===== src/rtl/els_add.sv =====
// Shared 16-bit address adder with page-cross detect.
module els_add (
  input  logic [15:0] a,
  input  logic [15:0] b,
  output logic [15:0] sum,
  output logic        page_cross
);

  assign sum        = a + b;
  assign page_cross = (sum[15:8] != a[15:8]);

endmodule

===== config.mk =====
export PLATFORM = sky130hd
export DESIGN_NAME = els_add
export DESIGN_NICKNAME = d
export VERILOG_FILES = /design/src/rtl/els_add.sv
export SDC_FILE = /design/constraint.sdc
export NUM_CORES = 1
export LEC_CHECK = 0
export ABC_AREA = 1
export BUFFER_PORTS_ARGS = -buffer_cell sky130_fd_sc_hd__buf_2
export CAP_MARGIN = 0
export CELL_PAD_IN_SITES_DETAIL_PLACEMENT = 0
export CELL_PAD_IN_SITES_GLOBAL_PLACEMENT = 2
export CORE_ASPECT_RATIO = 0.5
export CORE_MARGIN = 3
export CORE_UTILIZATION = 24
export DETAILED_ROUTE_END_ITERATION = 8
export PLACE_DENSITY_LB_ADDON = 0.1
export SLEW_MARGIN = 20
export SYNTH_ARGS = -nofsm -noshare
export SYNTH_HDL_FRONTEND = slang
export SYNTH_SLANG_ARGS = --single-unit

===== constraint.sdc =====
create_clock -name vclk -period 3.3
set_input_delay 0.66 -clock vclk [all_inputs]
set_output_delay 0.66 -clock vclk [all_outputs]
set_load 0.1 [all_outputs]

## After elaboration in Yosys (flattened, before gate mapping)

Index checks and enable logic that the tools add are counted.

| storage, ports and cells | value |
|---|---|
| register bits | 0 |

| cells by class | value |
|---|---|
| add/subtract/negate cells | 1 |
| equality and inequality tests | 1 |

Operators by type and width:

| operator | count |
|---|---|
| 16-bit adder | 1 |
| 8-bit inequality test | 1 |

## Longest topological paths before layout

Gate-level depths: netlist of run 1.

| depth | value |
|---|---|
| word-level depth | 2 |
| mapped depth | 16 |
| mapped depth without buffers | 16 |

## Worst setup path after synthesis of run 1

Ideal clock, no wire load.

| timing path | value |
|---|---|
| path type | input to output |
| start point | input port a[0] |
| end point | output port page_cross |
| data arrival time | 3.306 ns |
| data required time | 2.640 ns |
| setup slack | -0.666 ns |
| stages on the path | 13 |
| path through | ha_1 -> fa_1 -> nand2_2 -> nand2_1 -> nand3_1 -> nand2_1 -> nand2_1 -> nand3_1 -> nand2_1 -> nand2_1 -> nand3_1 -> nor2_1 -> nand2_1 |

| on the way | value |
|---|---|
| word-level cells in the longest chain between the ends | 2 |

Ends and longest elaborated chain:

| what | RTL line | RTL |
|---|---|---|
| from (decl) | 3 | `input logic [15:0] a,` |
| 16-bit adder | 9 | `assign sum = a + b;` |
| net sum[14] | 5 | `output logic [15:0] sum,` |
| 8-bit inequality test | 10 | `assign page_cross = (sum[15:8] != a[15:8]);` |
| to (decl) | 6 | `output logic page_cross` |

The timed path passes the listed nets, and every way through them passes these cells.

## Final worst setup path of run 1

| timing path | value |
|---|---|
| start point | input port a[8] |
| end point | output port page_cross |

| on the way | value |
|---|---|
| word-level cells in the longest chain between the ends | 2 |

Ends and longest elaborated chain:

| what | RTL line |
|---|---|
| 16-bit adder | 9 |
| 8-bit inequality test (*) | 10 |

Every way passes the cells marked *; elsewhere a longest branch is shown, timed or not.

==> flow_summary.json, run 1 <==
{
  "grt_pass1_vias": 1233,
  "route.detailed.drc": 0,
  "avgSynthCellArea_um2": 4.88,
  "globalplace.congestion": 0.779,
  "clkbuf_count": 0,
  "dieHeight_um": 54.7,
  "grtUsageMet2": 0.193,
  "status": "complete, no violations",
  "synth_cells": 233,
  "syn_nets": 281,
  "cp.required_ps": 2640,
  "vias_per_cell": 4.22,
  "synth.distinct_cells": 17,
  "rows": 16,
  "use_met1": 0.196,
  "coreArea_um2": 4220,
  "wl_per_cell_um": 10.1,
  "synthXorXnorAreaFrac": 0.0540,
  "grt_start_max_net_pins": 7,
  "busiest_layer": "met1",
  "die_x_um": 103,
  "holdBufCountCts": 0,
  "holdCritPathClass": "in2out",
  "critPathTopFamily": "simple AND/OR/NAND/NOR gates",
  "cp_common_cell": "nand2_1",
  "met3_usage": 0.00382,
  "max_clock_freq_ghz": 0.317,
  "critPathMaxFanout": 5,
  "overflow": 0,
  "ir_worst_vdd_mv": 0.163,
  "path_buf_inv": 3,
  "min_to": "sum[15]",
  "worst_pin_slew_ps": 491,
  "leakage_nw": 1.07,
  "synth_compound_area_frac": 0.0385,
  "end_kind": "output port",
  "slowest_stage": "ha_1",
  "multi_input_area_um2": 1030,
  "hold_path_depth": 5,
  "synth_top_family_by_area": "simple AND/OR/NAND/NOR gates",
  "grt_antenna_before_repair": 0,
  "routed_wl_mm": 3.49,
  "num_antenna_cells": 0,
  "maxCapViolCount": 0,
  "hold_viol": 0,
  "grt.total_usage": 0.123,
  "num_io_pins": 49,
  "ys_seq_area_frac": 0,
  "port_buffers": 49,
  "start_kind": "input port",
  "post-dp-hpwl_mm": 3.17,
  "fin_nets": 334,
  "syn_area_um2": 1140,
  "first_pass_iters": 4,
  "layout_common_cells": "90 x nand2_1, 51 x inv_1, 40 x buf_2",
  "fin_crit_sh": 0.957,
  "critical_path_arrival_ps": 2500,
  "pre_cts_slack_ps": 47.0,
  "final_common_cell": "nand2_1",
  "period_needed_ps": 3160,
  "yosys.area.top_type": "nand2_1",
  "max_stage_delay_ps": 370,
  "synthMuxAreaShare": 0,
  "synth_fa_ha_area_frac": 0.183,
  "hp-start": "b[15]",
  "grt_pass1_wl_mm": 5.53,
  "synth-simple-area-share": 0.556,
  "power_density_nw_per_um2": 374,
  "drive_above_1_share": 0.264,
  "area_growth_pct": 49.0,
  "flops_and_latches": 0,
  "num-fill-cells": 475,
  "die_area_um2": 5650,
  "regArea_um2": 0,
  "yosys.area.top_type_share": 0.324,
  "ys_warn_count": 0,
  "total_power_mw": 0.633,
  "drt_iter0_drc": 43,
  "vias": 1466,
  "synthTopCellsByArea": "nand2_1 32%, inv_1 17%, ha_1 17%, nand3_1 13%, xor2_1 4.6%",
  "post_cts_buffers": 0,
  "max_slew_margin": 0.675,
  "ant_nets": 0,
  "criticalPathCategory": "in2out",
  "setup_ws_ps": 141,
  "start_util": 0.269,
  "crit_chain": "buf_2 -> ha_1 -> nand2_1 -> inv_1 -> nand2_1 -> nand2_1 -> a21oi_1 -> nand2_1 -> nand2_1 -> nand3_1 -> nand2_1 -> nand2_1 -> nor2_1 -> nand2_2 -> buf_12",
  "final_max_slew_viol_count": 0,
  "final-setup-viol-count": 0
}
## stage by stage
stage                     cell area (um^2)   util  setup TNS (ps)  hold slack [ps]  std cells
after floorplan                       1180      -            -423             1850        233
after global placement                1650  0.391               0             1830        347
after detailed placement              1650  0.391               0             1840        347
after CTS                             1650  0.391               0             1850        347
after global routing                  1690  0.401           -7.34             1880        347
final                                 1690  0.401               0             1840        347
## where the power goes
group          internal [mW]  switching, mW  total [mW]  leakage, nW
Sequential                 0              0           0            0
Clock                      0              0           0            0
Combinational          0.181          0.452       0.633         1.07
Total                  0.181          0.452       0.633         1.07
## cells in the mapped netlist
cell type / count
or2_1: 1
nand4_1: 3
a21oi_2: 1
nand2_1: 98
fa_1: 1
nand3_1: 30
xor2_1: 6
xnor2_1: 1
ha_1: 15
a21oi_1: 7
nand2_2: 2
nand3b_1: 1
and3_1: 1
nor2_1: 13
and2_1: 1
and2_2: 1
inv_1: 51
## worst max-delay path by stage
| stage | slack (ps) | endpoint | depth (start not counted) | startpoint |
|---|---|---|---|---|
| after global placement | 60 | page_cross | 16 | a[0] |
| after CTS | 40 | page_cross | 16 | a[0] |
| after floorplan | -170 | sum[5] | 5 | a[2] |
| final | 140 | page_cross | 15 | a[8] |
| after detailed placement | 50 | page_cross | 16 | a[0] |
| after global routing | -7 | page_cross | 16 | a[0] |
## cell type report
| cell class | instances | area share |
|---|---|---|
| repair buffers | 51 | 0.234 |
| multi-input cells | 182 | 0.607 |
| well taps | 63 | 0.0466 |
| inverters | 51 | 0.113 |
## timing repair
action | CTS | global route
setup endpoints to repair | 0 | 1
hold endpoints to repair | 0 | 0
resized for setup | 0 | 13
## cell families (layout without fill, tap and decap cells)
logic type	after synthesis	after routing
AOI/OAI and AO/OA	8	8
xor gates and xnor gates	7	7
adders and majority gates	16	16
buffers and inverters	51	102
and+or+nand+nor	151	151
## layer usage
metal / routed length [um] / vias to the layer above
met5: 0 / -
met4: 0 / 0
met3: 214 / 0
met2: 1280 / 36
met1: 2000 / 616
li1: - / 814
No activity file was read; power rests on OpenSTA's default activity.
==> run 2, diff against run 1 <==
--- a/config.mk
+++ b/config.mk
@@ -10,11 +10,12 @@
 export CAP_MARGIN = 0
 export CELL_PAD_IN_SITES_DETAIL_PLACEMENT = 0
 export CELL_PAD_IN_SITES_GLOBAL_PLACEMENT = 2
-export CORE_ASPECT_RATIO = 0.5
+export CORE_ASPECT_RATIO = 0.9
 export CORE_MARGIN = 3
 export CORE_UTILIZATION = 24
 export DETAILED_ROUTE_END_ITERATION = 8
-export PLACE_DENSITY_LB_ADDON = 0.1
+export PLACE_DENSITY = 0.95
+export REMOVE_ABC_BUFFERS = 1
 export SLEW_MARGIN = 20
 export SYNTH_ARGS = -nofsm -noshare
 export SYNTH_HDL_FRONTEND = slang
==> run 2 against run 1 <==
  * Maximum frequency rose by 2.1%
  * Utilization fell by 4.3 points
  * Via count fell by 2.0%
  * Global-route usage fell by 0.71 points
  * First-iteration DRC count fell by 35%
  * Cell area fell by 4.5%
  * Cell count rose by 0.29%
  * Combinational power fell by 5.4%
  * Die area fell by 0.87%
  * Largest power group unchanged
  * Flip-flop and latch count did not move
==> flow_summary.json, run 2 (synthesis results as in run 1) <==
{
  "status": "complete, no violations",
  "ir_worst_vdd_mv": 0.150,
  "num_io_pins": 49,
  "overflow": 0,
  "switchingPower_mw": 0.438,
  "hold_ws_ps": 1840,
  "clkbuf_count": 0,
  "grt_pass1_wl_mm": 5.57,
  "max_clock_freq_ghz": 0.323,
  "vias": 1436,
  "fin_setup_tns_ps": 0,
  "flops_and_latches": 0,
  "dieHeight_um": 71.3,
  "end_kind": "output port",
  "p_int_mw": 0.161,
  "holdBufCountCts": 0,
  "fin_crit_sh": 0.938,
  "rsz0062_at_grt": "no",
  "rows": 23,
  "critPathMaxFanout": 3,
  "grt_antenna_before_repair": 0,
  "layout_common_cells": "97 x nand2_1, 51 x inv_1, 43 x buf_2",
  "grt.total_usage": 0.116,
  "worst_pin_slew_ps": 493,
  "holdCritPathClass": "in2out",
  "port_buffers": 49,
  "setup_ws_ps": 205,
  "final_max_slew_viol_count": 0,
  "criticalPathCategory": "in2out",
  "maxCapViolCount": 0,
  "post-route-util": 0.358,
  "hold_viol": 0,
  "max_slew_margin": 0.674,
  "period_needed_ps": 3090,
  "p_sw_frac": 0.730,
  "leakage_nw": 1.07,
  "num_antenna_cells": 0,
  "route.detailed.drc": 0,
  "cp.required_ps": 2640,
  "area_growth_pct": 42.3,
  "post-dp-hpwl_mm": 3.00,
  "first_pass_iters": 4,
  "final-setup-viol-count": 0,
  "start_util": 0.251,
  "grt_start_max_net_pins": 7,
  "globalplace.congestion": 0.854,
  "vias_per_cell": 4.13,
  "regArea_um2": 0,
  "power_density_nw_per_um2": 371,
  "ant_nets": 0,
  "final_common_cell": "nand2_1",
  "wl_per_cell_um": 9.23,
  "critical_path_arrival_ps": 2430,
  "grt_pass1_vias": 1335,
  "die_x_um": 78.5,
  "routed_wl_mm": 3.21,
  "drive_above_1_share": 0.224,
  "die_area_um2": 5600,
  "p_clk_frac": 0,
  "pre_cts_slack_ps": 119,
  "drt_iter0_drc": 28,
  "power.share.sequential": 0,
  "coreArea_um2": 4520,
  "fin_nets": 336,
  "p_comb_frac": 1.000,
  "start_kind": "input port"
}
[run 2: layout make-up]
class | instances | area, um^2
fillers | 544 | 2900
inverters | 51 | 191
multi-input cells | 182 | 982
well taps | 62 | 77.6
repair buffers | 53 | 365
[run 2: power by group through the flow]
stage / Sequential [mW] / Clock [mW] / Combinational (mW)
floorplan: 0 / 0 / 0.447
global route: 0 / 0 / 0.645
finish: 0 / 0 / 0.599
CTS: 0 / 0 / 0.595
global placement: 0 / 0 / 0.594
detailed placement: 0 / 0 / 0.593
[run 2: final timing paths]
kind / start / to / slack, ps / cells past startpoint
worst max-delay path: a[0] / page_cross / 210 / 16
worst min-delay path: b[15] / sum[15] / 1840 / 5
[run 2: routing by layer]
layer / track usage / vias to the layer above / wire length (um)
met5: 0 / - / 0
met1: 0.165 / 604 / 1600
met4: 0 / 0 / 0
met3: 0.00377 / 0 / 60
li1: - / 818 / -
met2: 0.208 / 14 / 1550
[run 2: timing repair]
action | in CTS | in global routing
gates resized for setup | 0 | 9
buffers inserted | 0 | 1
setup endpoints to repair | 0 | 1
endpoints found under the hold margin | 0 | 0
[run 2: worst max-delay path: stages]
cell     delay, ps
buf_2          100
ha_2           190
fa_2           390
nand2_4         90
nand2_1         50
nand3_1         90
nand2_2         80
nand2_1        100
nand2_1         60
nand2_1         90
nand2_1         70
nand2_1         60
nand3_1         70
nor2_1          90
nand2_1         90
buf_12         180
[run 2: metrics by stage]
| stage | power (mW) | instances | cell area (um^2) |
|---|---|---|---|
| floorplan | 0.447 | 233 | 1140 |
| global placement | 0.594 | 347 | 1570 |
| detailed placement | 0.593 | 347 | 1570 |
| CTS | 0.595 | 347 | 1570 |
| global route | 0.645 | 348 | 1620 |
| finish | 0.599 | 348 | 1620 |
==> run 3, diff against run 2 <==
--- a/config.mk
+++ b/config.mk
@@ -8,13 +8,11 @@
 export ABC_AREA = 1
 export BUFFER_PORTS_ARGS = -buffer_cell sky130_fd_sc_hd__buf_2
 export CAP_MARGIN = 0
-export CELL_PAD_IN_SITES_DETAIL_PLACEMENT = 0
-export CELL_PAD_IN_SITES_GLOBAL_PLACEMENT = 2
 export CORE_ASPECT_RATIO = 0.9
 export CORE_MARGIN = 3
-export CORE_UTILIZATION = 24
+export CORE_UTILIZATION = 45
 export DETAILED_ROUTE_END_ITERATION = 8
-export PLACE_DENSITY = 0.95
+export PLACE_DENSITY = 0.76
 export REMOVE_ABC_BUFFERS = 1
 export SLEW_MARGIN = 20
 export SYNTH_ARGS = -nofsm -noshare
==> run 3 against run 2 <==
  * Worst hold slack gained 42 ps
  * Die area fell by 43%
  * Sequential share of layout area stayed put
  * Utilization grew 31 points
  * First-iteration DRC count grew 82%
  * Critical endpoint unchanged
  * Highest routed layer is now met4
==> flow_summary.json, run 3 (synthesis results as in run 1) <==
{
  "status": "complete, no violations",
  "wl_per_cell_um": 9.28,
  "regArea_um2": 0,
  "fin_nets": 334,
  "port_buffers": 49,
  "final-setup-viol-count": 0,
  "num_antenna_cells": 0,
  "drt_iter0_drc": 51,
  "final_common_cell": "nand2_1",
  "cp.required_ps": 2640,
  "dieHeight_um": 53.7,
  "post-dp-hpwl_mm": 2.59,
  "grtUsageMet2": 0.322,
  "grt_pass1_wl_mm": 4.89,
  "first_pass_iters": 4,
  "area_growth_pct": 33.7,
  "critPathMaxFanout": 3,
  "grt.total_usage": 0.186,
  "num-fill-cells": 224,
  "met3_usage": 0.0120,
  "num_io_pins": 49,
  "start_kind": "input port",
  "slowest_stage": "fa_2",
  "vias_per_cell": 4.78,
  "critPathTopFamily": "simple AND/OR/NAND/NOR gates",
  "start_util": 0.498,
  "leakage_nw": 1.04,
  "critical_path_arrival_ps": 2470,
  "hold_viol": 0,
  "power_density_nw_per_um2": 381,
  "period_needed_ps": 3130,
  "drive_above_1_share": 0.208,
  "fin_crit_sh": 0.947,
  "post-route-util": 0.666,
  "overflow": 0,
  "place_inst": 311,
  "clkbuf_count": 0,
  "use_met1": 0.266,
  "flops_and_latches": 0,
  "criticalPathCategory": "in2out",
  "coreArea_um2": 2280,
  "busiest_layer": "met2",
  "rows": 16,
  "holdBufCountCts": 0,
  "grt_antenna_before_repair": 0,
  "crit_chain": "buf_2 -> ha_1 -> fa_2 -> nand2_2 -> nand2_1 -> nand3_1 -> nand2_2 -> nand2_1 -> nand2_1 -> nand2_1 -> nand2_1 -> nand2_1 -> nand3_1 -> nor2_1 -> nand2_1 -> buf_12",
  "maxCapViolCount": 0,
  "die_x_um": 59.0,
  "stdcell_count": 311,
  "die_area_um2": 3160,
  "rsz0062_at_grt": "no",
  "post_cts_buffers": 0,
  "routed_wl_mm": 2.89,
  "ant_nets": 0,
  "path_buf_inv": 2,
  "cp_common_cell": "nand2_1",
  "end_kind": "output port",
  "fin_setup_tns_ps": 0,
  "layout_common_cells": "97 x nand2_1, 51 x inv_1, 44 x buf_2",
  "vias": 1488,
  "holdCritPathClass": "in2out",
  "route.detailed.drc": 0,
  "grt_pass1_vias": 1248,
  "max_clock_freq_ghz": 0.320,
  "max_stage_delay_ps": 370,
  "grt_start_max_net_pins": 7,
  "worst_pin_slew_ps": 488,
  "globalplace.congestion": 0.898,
  "max_slew_margin": 0.677,
  "final_max_slew_viol_count": 0,
  "ir_worst_vdd_mv": 0.326
}
==> run 3: routing by layer <==
| metal | wire [um] | vias to the layer above |
|---|---|---|
| met1 | 1440 | 615 |
| met4 | 9 | 0 |
| met5 | 0 | - |
| met3 | 194 | 2 |
| met2 | 1240 | 47 |
| li1 | - | 824 |
==> run 3: what timing repair did <==
action,CTS,global route
hold endpoints to repair,0,0
endpoints found under the setup margin,0,1
resized for setup,0,4
==> run 3: path summary, 6_finish.rpt <==
path,start,endpoint,slack (ps),cells past startpoint
setup / recovery,a[0],page_cross,170,16
hold / removal,b[0],sum[0],1890,3
==> run 3: tightest hold or removal path, cell delays in order <==
cell and delay (ps):
buf_2 80, ha_1 200, buf_2 280
==> run 3: power breakdown <==
part	switching, mW	leakage, nW	internal [mW]
clock network	0	0	0
registers	0	0	0
logic	0.431	1.04	0.149
total	0.431	1.04	0.149
==> run 3: area by class of cell <==
cell class / instances / area, um^2 / area share
inverter: 51 / 191 / 0.126
multi-input combinational: 182 / 958 / 0.631
tap: 27 / 33.8 / 0.0222
timing repair buffer: 51 / 335 / 0.221
==> run 3: per-stage QoR <==
stage / power (mW) / worst slack [ps] / hold slack (ps) / area, um^2
2_1_floorplan: 0.447 / -666 / 1860 / 1140
3_3_place_gp: 0.574 / 125 / 1890 / 1510
3_5_place_dp: 0.576 / 101 / 1890 / 1510
4_1_cts: 0.577 / 96.2 / 1890 / 1510
5_1_grt: 0.623 / 1.07 / 1910 / 1520
6_report: 0.579 / 175 / 1890 / 1520
